[src/hw/rtl/lepe_pkg.sv]
// ----------------------------------------------------------------------------
// lepe_pkg
// Shared constants, command/status structs and small tables for the
// log-price path evolver.
// ----------------------------------------------------------------------------
package lepe_pkg;

   // ln(2) in Q.40, and its multiples used by the range reduction
   localparam logic [46:0] LN2_Q40      = 47'd762123384786;
   // 35*ln2 lifts any in-range sum to a non-negative dividend
   localparam logic [46:0] K_OFFSET     = 47'd26674318467510;
   localparam logic [6:0]  K_BIAS_SHIFT = 7'd65;   // 30 + 35
   // floor(2^56 / LN2_Q40): quotient estimate from the dividend's bits 45:24
   localparam logic [16:0] LN2_RECIP    = 17'd94548;
   // exp() input limits, magnitudes in Q.40
   localparam logic [46:0] EXP_HIGH     = 47'd23 << 40;
   localparam logic [46:0] EXP_LOW_MAG  = 47'd24 << 40;
   localparam logic [30:0] ONE_Q30      = 31'd1 << 30;

   localparam int unsigned SQRT_STEPS   = 30;
   localparam int unsigned TAYLOR_TERMS = 12;
   localparam int unsigned DIV_CYCLES   = 3;

   // ln2 reduction phases, counted down by the controller
   localparam logic [1:0] DIV_EST  = 2'd2;
   localparam logic [1:0] DIV_BACK = 2'd1;
   localparam logic [1:0] DIV_FIX  = 2'd0;

   // datapath commands issued by the controller
   typedef struct packed {
      logic       load;
      logic       sqrt_step;
      logic       diff;
      logic       acc;
      logic       check;
      logic       div_step;
      logic [1:0] div_phase;
      logic       tay_mul;
      logic       tay_recip;
      logic       tay_fix;
      logic [3:0] tay_n;
      logic       price;
      logic       fin;
      logic       out_load;
   } lepe_cmd_type;

   // datapath status back to the controller
   typedef struct packed {
      logic last;
      logic special;
      logic out_busy;
   } lepe_sts_type;

   // floor(2^32 / n) for the Taylor term divide
   function automatic logic [32:0] recip_q32(input logic [3:0] n);
      logic [32:0] r;
      case (n)
         4'd1:    r = 33'd4294967296;
         4'd2:    r = 33'd2147483648;
         4'd3:    r = 33'd1431655765;
         4'd4:    r = 33'd1073741824;
         4'd5:    r = 33'd858993459;
         4'd6:    r = 33'd715827882;
         4'd7:    r = 33'd613566756;
         4'd8:    r = 33'd536870912;
         4'd9:    r = 33'd477218588;
         4'd10:   r = 33'd429496729;
         4'd11:   r = 33'd390451572;
         4'd12:   r = 33'd357913941;
         default: r = 33'd0;
      endcase
      return r;
   endfunction

endpackage

[src/hw/rtl/lepe_ctrl.sv]
// ----------------------------------------------------------------------------
// lepe_ctrl
// Sequencer: steps the square root, accumulate, range reduction, Taylor
// series and final scaling, and issues datapath commands.
// ----------------------------------------------------------------------------
module lepe_ctrl
   import lepe_pkg::*;
(
   input  logic         clock,
   input  logic         reset,
   input  logic         req_tvalid,
   output logic         req_tready,
   input  lepe_sts_type sts,
   output lepe_cmd_type cmd
);

   typedef enum logic [3:0] {
      S_IDLE, S_SQRT, S_DIFF, S_ACC, S_CHECK, S_DIV,
      S_TMUL, S_TRCP, S_TFIX, S_PRICE, S_FIN, S_OUT
   } state_type;

   state_type   state_ff, state_in;
   logic [4:0]  cnt_ff, cnt_in;
   logic [3:0]  n_ff, n_in;

   assign req_tready = (state_ff == S_IDLE);

   // command decode
   always_comb begin
      cmd           = '0;
      cmd.load      = (state_ff == S_IDLE) && req_tvalid;
      cmd.sqrt_step = (state_ff == S_SQRT);
      cmd.diff      = (state_ff == S_DIFF);
      cmd.acc       = (state_ff == S_ACC);
      cmd.check     = (state_ff == S_CHECK);
      cmd.div_step  = (state_ff == S_DIV);
      cmd.div_phase = cnt_ff[1:0];
      cmd.tay_mul   = (state_ff == S_TMUL);
      cmd.tay_recip = (state_ff == S_TRCP);
      cmd.tay_fix   = (state_ff == S_TFIX);
      cmd.tay_n     = n_ff;
      cmd.price     = (state_ff == S_PRICE);
      cmd.fin       = (state_ff == S_FIN);
      cmd.out_load  = (state_ff == S_OUT) && !sts.out_busy;
   end

   // next state
   always_comb begin
      state_in = state_ff;
      cnt_in   = cnt_ff;
      n_in     = n_ff;
      case (state_ff)
         S_IDLE: begin
            if (req_tvalid) begin
               state_in = S_SQRT;
               cnt_in   = '0;
            end
         end
         S_SQRT: begin
            cnt_in = cnt_ff + 5'd1;
            if (cnt_ff == 5'(SQRT_STEPS - 1)) state_in = S_DIFF;
         end
         S_DIFF:  state_in = S_ACC;
         S_ACC:   state_in = sts.last ? S_CHECK : S_IDLE;
         S_CHECK: begin
            cnt_in   = 5'(DIV_CYCLES - 1);
            state_in = sts.special ? S_OUT : S_DIV;
         end
         S_DIV: begin
            cnt_in = cnt_ff - 5'd1;
            if (cnt_ff == 5'd0) begin
               state_in = S_TMUL;
               n_in     = 4'd1;
            end
         end
         S_TMUL: state_in = S_TRCP;
         S_TRCP: state_in = S_TFIX;
         S_TFIX: begin
            if (n_ff == 4'(TAYLOR_TERMS)) begin
               state_in = S_PRICE;
            end else begin
               n_in     = n_ff + 4'd1;
               state_in = S_TMUL;
            end
         end
         S_PRICE: state_in = S_FIN;
         S_FIN:   state_in = S_OUT;
         S_OUT:   if (!sts.out_busy) state_in = S_IDLE;
         default: state_in = S_IDLE;
      endcase
   end

   always_ff @(posedge clock) begin
      if (reset) begin
         state_ff <= S_IDLE;
         cnt_ff   <= '0;
         n_ff     <= '0;
      end else begin
         state_ff <= state_in;
         cnt_ff   <= cnt_in;
         n_ff     <= n_in;
      end
   end

   // result never overwrites one still waiting
   a_no_overwrite: assert property (@(posedge clock) disable iff (reset)
      cmd.out_load |-> !sts.out_busy) else $error("result overwritten");

   // an accepted item always starts the root iteration
   a_accept_sqrt: assert property (@(posedge clock) disable iff (reset)
      (req_tvalid && req_tready) |=> (state_ff == S_SQRT && cnt_ff == 5'd0))
      else $error("accept did not start root");

   // root counter stays in range
   a_sqrt_cnt: assert property (@(posedge clock) disable iff (reset)
      (state_ff == S_SQRT) |-> (cnt_ff < 5'(SQRT_STEPS))) else $error("root count");

   // Taylor term index stays 1..12
   a_tay_n: assert property (@(posedge clock) disable iff (reset)
      (cmd.tay_mul || cmd.tay_fix) |-> (n_ff >= 4'd1 && n_ff <= 4'(TAYLOR_TERMS)))
      else $error("taylor index");

   // datapath commands are exclusive
   a_cmd_excl: assert property (@(posedge clock) disable iff (reset)
      $onehot0({cmd.load, cmd.sqrt_step, cmd.diff, cmd.acc, cmd.check, cmd.div_step,
                cmd.tay_mul, cmd.tay_recip, cmd.tay_fix, cmd.price, cmd.fin,
                cmd.out_load})) else $error("command overlap");

endmodule

[config.mk]
export PLATFORM = sky130hd
export DESIGN_NAME = lepe_ctrl
export DESIGN_NICKNAME = d
export VERILOG_FILES = /design/src/hw/rtl/lepe_pkg.sv /design/src/hw/rtl/lepe_ctrl.sv
export SDC_FILE = /design/constraint.sdc
export NUM_CORES = 1
export LEC_CHECK = 0
export ABC_AREA = 1
export BUFFER_PORTS_ARGS = -buffer_cell sky130_fd_sc_hd__buf_2
export CORE_UTILIZATION = 45
export DETAILED_ROUTE_END_ITERATION = 10
export GPL_TIMING_DRIVEN = 0
export MAX_ROUTING_LAYER = met4
export PLACE_DENSITY_LB_ADDON = 0.05
export SYNTH_ARGS = -nofsm -noshare
export SYNTH_HDL_FRONTEND = slang
export SYNTH_SLANG_ARGS = --single-unit
[constraint.sdc]
create_clock -name clock -period 1.85 [get_ports clock]
set_input_delay 0.2775 -clock clock [delete_from_list [all_inputs] [get_ports clock]]
set_output_delay 0.2775 -clock clock [all_outputs]
set_load 0.05 [all_outputs]
==> results.py, run 1 <==
metrics = {
    "clocking": {
        "cts_buffer_depth": 2,
        "worstSkewPairLatency_ns": 0.28,
        "htree_levels": 1,
        "cts_tree": "yes",
        "numCtsBuffers": 3,
        "ctsHoldBuffers": 0,
        "cts_sinks": 13,
        "path_clk_slew_ns": 0.09,
        "root_buffer": "clkbuf_4",
    },
    "routing": {
        "met2_length_um": 1160,
        "drcViolationCount": 0,
        "viasPerCell": 5.21,
        "routed_wl_um": 2480,
        "vias": 1109,
        "drt-wirelength-per-cell_um": 11.6,
        "route.met3.wl_um": 87,
        "firstDrtPassIters": 5,
        "postRouteAntennaNets": 0,
        "top_layer": "met4",
        "wl_met1_um": 1150,
        "first_iter_violations": 16,
    },
    "critical_path": {
        "rr_startpoint": "state_ff[3]",
        "worstSetupPathDepth": 6,
        "startpoint": "state_ff[2]",
        "cp_data_required_time_ns": 1.57,
        "cp_max_fo": 4,
        "critPathBufInv": 4,
        "crit_path_end_kind": "primary output",
        "crit_type": "reg -> out",
        "cp_cell_sequence": "inv_1 -> nor2_4 -> buf_4 -> nand2_1 -> inv_1 -> buf_2",
        "worstSetupStartpointType": "flop",
        "path_delay_family": "buffers and inverters",
        "cpMaxStageDelayCell": "dfxtp_1",
        "cp_slowest_stage_delay_ns": 0.37,
        "reg2reg_depth": 14,
        "cp.arrival_ns": 1.49,
        "path_common_cell": "inv_1",
    },
    "sta": {
        "drv_slew": 0,
        "relSlewSlack": 0.649,
        "timing.final.crit_share": 0.955,
        "setup_viol_count_final": 0,
        "post-route-worst-setup-slack_ns": 0.0830,
        "fmax_mhz": 566,
        "min_period_ns": 1.77,
        "fin_skew_ns": 0.0105,
        "worst_pin_slew_ns": 0.527,
        "hold_viol_final": 0,
    },
    "synth": {
        "syn_avg_cell_area_um2": 6.60,
        "synthCells": 152,
        "ys_warn_count": 0,
        "syn_area_um2": 1000,
        "ys_ff_latch": 13,
        "synth_nets": 162,
        "synth_cell_types": 27,
        "seq_area_frac_synth": 0.259,
    },
    "placed_design": {
        "pre_cts_ws_ns": -0.0112,
        "hpwl_um": 1870,
        "place.gp.congestion": 0.899,
        "place_inst": 203,
        "io_buffers": 24,
    },
    "power_and_ir_drop": {
        "power_frac_seq": 0.328,
        "cellPowerDensity_nw_per_um2": 829,
        "ir_drop_mv": 0.647,
        "clkPwrFrac": 0.173,
        "power.switching_mw": 0.525,
        "switching_share": 0.497,
        "p_int_mw": 0.533,
        "p_leak_nw": 0.647,
        "p_comb_frac": 0.499,
    },
    "finish": {
        "drive_gt1_frac": 0.360,
        "fin_cells": 213,
        "layout_common_cells": "24 x nand2_1, 24 x buf_2, 23 x inv_1",
        "fin_nets": 197,
        "syn_to_final_growth_pct": 27.2,
        "diodes": 0,
    },
    "global_routing": {
        "grt_pass1_vias": 956,
        "track_usage": 0.222,
        "antenna_found_initial": 0,
        "grt_pass1_wl_um": 4010,
        "grt_max_degree": 11,
        "grt.overflow.total": 0,
    },
    "die": {
        "start_util": 0.496,
        "rows": 16,
        "die_h_um": 49.2,
        "die_area_um2": 2420,
        "core-area_um2": 2020,
        "die-width_um": 49.2,
        "boundaryPins": 25,
    },
    "status": {
        "status": "finished, final reports clean",
    },
    "hold_path": {
        "min_path_type": "in -> reg",
        "min-delay-start": "sts[2]",
        "hold_path_depth": 3,
    },
    "run": {
        "maxCapViolations": 0,
    },
}
==> worst paths after layout <==
check           endpoint  slack (ns)
min          state_ff[2]        0.26
max              cmd[13]        0.08
max reg2reg    cnt_ff[4]        0.12
min reg2reg      n_ff[1]        0.52
==> stage by stage <==
stage / hold WS [ns] / total power [mW] / util / cell area [um^2] / setup TNS [ns]
3_5_place_dp: 0.515 / 0.861 / 0.579 / 1170 / -0.0112
2_1_floorplan: 0.445 / 0.755 / - / 1020 / 0
3_3_place_gp: 0.505 / 0.860 / 0.579 / 1170 / 0
4_1_cts: 0.252 / 1.05 / 0.593 / 1200 / 0
5_1_grt: 0.273 / 1.13 / 0.631 / 1280 / -0.0500
6_report: 0.258 / 1.06 / 0.631 / 1280 / 0
==> synthesized netlist by cell type (all sizes together) <==
cell	n	area, um^2
nand2	33	151
xor2	1	8.76
xnor2	1	8.76
ha	4	50.1
or2	2	12.5
o21bai	1	11.3
dfxtp	13	260
nor2	26	144
inv	26	97.6
a211oi	2	15.0
nand3	14	82.6
buf	2	15.0
a21oi	8	40.0
nand4	2	12.5
clkbuf	1	3.75
a41oi	2	17.5
nor3	7	35.0
a31oi	2	12.5
o21ai	5	25.0
==> tightest hold or removal path, delay by kind of cell <==
family          cells  cell delay [ns]
buf+inv             1             0.09
simple gates        1             0.06
compound gates      1             0.07
==> power groups by stage <==
stage	logic (mW)	registers [mW]	clock network [mW]
final	0.528	0.347	0.183
after global routing	0.569	0.353	0.206
after CTS	0.514	0.345	0.192
after detailed placement	0.511	0.350	0
after global placement	0.511	0.350	0
after floorplan	0.409	0.346	0
==> flip-flops by register name (all words and copies together), names as in the netlist <==
| name | cells |
|---|---|
| state_ff | 4 |
| cnt_ff | 5 |
| n_ff | 4 |
==> cells by family (layout without fill, tap and decap cells) <==
family | Yosys count | in the layout | share of synthesized area
and+or+nand+nor | 84 | 84 | 0.436
DFF | 13 | 13 | 0.259
AOI/OAI and AO/OA | 20 | 20 | 0.121
xor gates and xnor gates | 2 | 2 | 0.0175
buffers and inverters | 29 | 63 | 0.116
adders and majority gates | 4 | 4 | 0.0499
==> final cells by class <==
type | instances | area, um^2
fill | 199 | 746
inverter | 26 | 97.6
multi-input combinational | 110 | 666
clock buffer | 4 | 26.3
sequential | 13 | 269
timing repair buffer | 30 | 165
tap | 27 | 33.8
buffer | 3 | 18.8
==> layer usage <==
metal | vias up | GRT usage
met4 | 0 | 0.123
met5 | - | -
met1 | 509 | 0.268
li1 | 555 | -
met3 | 10 | 0.0280
met2 | 35 | 0.356
==> what timing repair did <==
item | CTS | global route
endpoints found under the setup margin | 1 | 3
cloned | 0 | 0
endpoints found under the hold margin | 0 | 0
pin swaps | 0 | 3
gates resized for setup | 2 | 11
buffers inserted | 0 | 6
Note: power is estimated with default switching activity, not from simulation.
==> run 2, diff against run 1 <==
--- a/config.mk
+++ b/config.mk
@@ -7,7 +7,7 @@
 export LEC_CHECK = 0
 export ABC_AREA = 1
 export BUFFER_PORTS_ARGS = -buffer_cell sky130_fd_sc_hd__buf_2
-export CORE_UTILIZATION = 45
+export CORE_UTILIZATION = 52
 export DETAILED_ROUTE_END_ITERATION = 10
 export GPL_TIMING_DRIVEN = 0
 export MAX_ROUTING_LAYER = met4
==> run 2 against run 1 <==
Die area shrank 13%. Via count decreased by 2.0%. Sequential power hardly changed. Largest power group unchanged. Total power is 0.65% higher. Worst setup slack gained 0.014 ns. Sequential share of layout area rose by 0.10 points. Combinational power increased by 4%. Largest cell class unchanged. Non-clock buffer count rose by 2.
==> results.py, run 2 (same netlist as run 1, synthesis figures left out) <==
metrics = {
    "die": {
        "die_h_um": 45.9,
        "start_util": 0.569,
        "rows": 15,
        "die_area_um2": 2110,
        "die-width_um": 45.9,
        "boundaryPins": 25,
        "core-area_um2": 1760,
    },
    "clocking": {
        "cts_tree": "yes",
        "root_buffer": "clkbuf_4",
        "cts_buffer_depth": 2,
        "cts_sinks": 13,
        "worstSkewPairLatency_ns": 0.27,
        "numCtsBuffers": 3,
        "htree_levels": 1,
        "path_clk_slew_ns": 0.08,
    },
    "critical_path": {
        "rr_startpoint": "state_ff[2]",
        "cp_max_fo": 5,
        "cp.arrival_ns": 1.48,
        "startpoint": "state_ff[2]",
        "worstSetupStartpointType": "flop",
        "cp_data_required_time_ns": 1.57,
        "crit_type": "reg -> out",
        "reg2reg_slack_ns": 0.14,
        "crit_path_end_kind": "primary output",
    },
    "routing": {
        "postRouteAntennaNets": 0,
        "drt-wirelength-per-cell_um": 11.4,
        "viasPerCell": 5.10,
        "first_iter_violations": 45,
        "routed_wl_um": 2420,
        "drcViolationCount": 0,
        "vias": 1087,
        "firstDrtPassIters": 4,
    },
    "finish": {
        "largest_register_ffs": 5,
        "diodes": 0,
        "syn_to_final_growth_pct": 26.6,
        "finish.utilization": 0.720,
        "largest-register": "cnt_ff",
        "final_cell_area_um2": 1270,
        "layout_commonest_cell": "nand2_1",
        "top_regs": "cnt_ff: 5 flops, n_ff: 4 flops, state_ff: 4 flops",
        "drive_gt1_frac": 0.335,
        "fill_cells": 166,
        "fin_nets": 199,
        "layout_common_cells": "25 x nand2_1, 24 x inv_1, 24 x buf_2",
    },
    "sta": {
        "min_period_ns": 1.75,
        "setup_viol_count_final": 0,
        "worst_pin_slew_ns": 0.496,
        "fmax_mhz": 571,
        "timing.final.crit_share": 0.947,
        "fin_skew_ns": 0.00805,
        "relSlewSlack": 0.669,
        "hold_viol_final": 0,
        "drv_slew": 0,
    },
    "global_routing": {
        "track_usage": 0.256,
        "antenna_found_initial": 0,
        "grt_pass1_wl_um": 3820,
        "grt_pass1_vias": 907,
        "grt_max_degree": 11,
        "grt.overflow.total": 0,
    },
    "hold_path": {
        "min_path_type": "in -> reg",
        "min-delay-start": "sts[2]",
    },
    "placed_design": {
        "placed_area_um2": 1170,
        "place.gp.congestion": 0.970,
        "io_buffers": 24,
        "hpwl_um": 1860,
    },
    "power_and_ir_drop": {
        "total_power_mw": 1.06,
        "ir_drop_mv": 0.481,
        "clkPwrFrac": 0.161,
        "cellPowerDensity_nw_per_um2": 838,
        "power.switching_mw": 0.517,
        "p_int_mw": 0.547,
        "power_frac_seq": 0.325,
        "p_leak_nw": 0.659,
        "switching_share": 0.486,
        "p_comb_frac": 0.514,
    },
    "status": {
        "status": "finished, final reports clean",
    },
    "run": {
        "maxCapViolations": 0,
    },
}
-- run 2: cell count changes in the layout (fill, tap and decap cells not counted), sizes merged --
| cell | delta |
|---|---|
| buf | +2 |
-- run 2: metrics by stage --
step	setup WS, ns	hold slack, ns	instances	TNS, ns
3_5_place_dp	0.00764	0.508	201	0
2_1_floorplan	0.0197	0.445	152	0
4_1_cts	0.0220	0.259	205	0
5_1_grt	-0.0119	0.298	213	-0.0200
3_3_place_gp	0.0197	0.502	201	0
6_report	0.0972	0.271	213	0
-- run 2: worst max-delay path, stage by stage, from the launching register on --
cell and delay, ns:
dfxtp_1 0.39, inv_1 0.13, nor2_4 0.17, buf_4 0.14, nand2_1 0.04, inv_1 0.07
buf_2 0.26
-- run 2: metal layers --
layer | track usage | vias up | wire length (um)
met1 | 0.345 | 490 | 1060
met5 | - | - | 0
li1 | - | 561 | -
met2 | 0.406 | 34 | 1170
met3 | 0.0238 | 2 | 175
met4 | 0.0706 | 0 | 13
-- run 2: worst paths after layout --
kind | endpoint | depth (start not counted)
worst max-delay path | cmd[9] | 6
worst min-delay path | state_ff[2] | 3
worst max register to register | cnt_ff[4] | 13
worst min register to register | cnt_ff[3] | 2
-- run 2: layout make-up --
cell class,count,area (um^2),share of cell area
multi-input combinational,110,647,0.509
tap,25,31.3,0.0246
clock buffer,4,26.3,0.0207
timing repair buffer,32,180,0.142
buffer,3,18.8,0.0148
sequential,13,269,0.212
inverter,26,97.6,0.0768
-- run 2: power groups by stage --
| stage | clock network, mW | logic (mW) | registers, mW |
|---|---|---|---|
| after floorplan | 0 | 0.409 | 0.346 |
| after global placement | 0 | 0.503 | 0.350 |
| after detailed placement | 0 | 0.507 | 0.354 |
| after CTS | 0.183 | 0.508 | 0.349 |
| after global routing | 0.194 | 0.601 | 0.349 |
| final | 0.171 | 0.547 | 0.346 |
-- run 2: repair_timing --
action	in CTS	in global routing
hold endpoints to repair	0	0
resized for setup	2	5
cloned	0	0
setup buffers	0	8
endpoints found under the setup margin	1	3
hold buffers	0	0
pin swaps	0	2
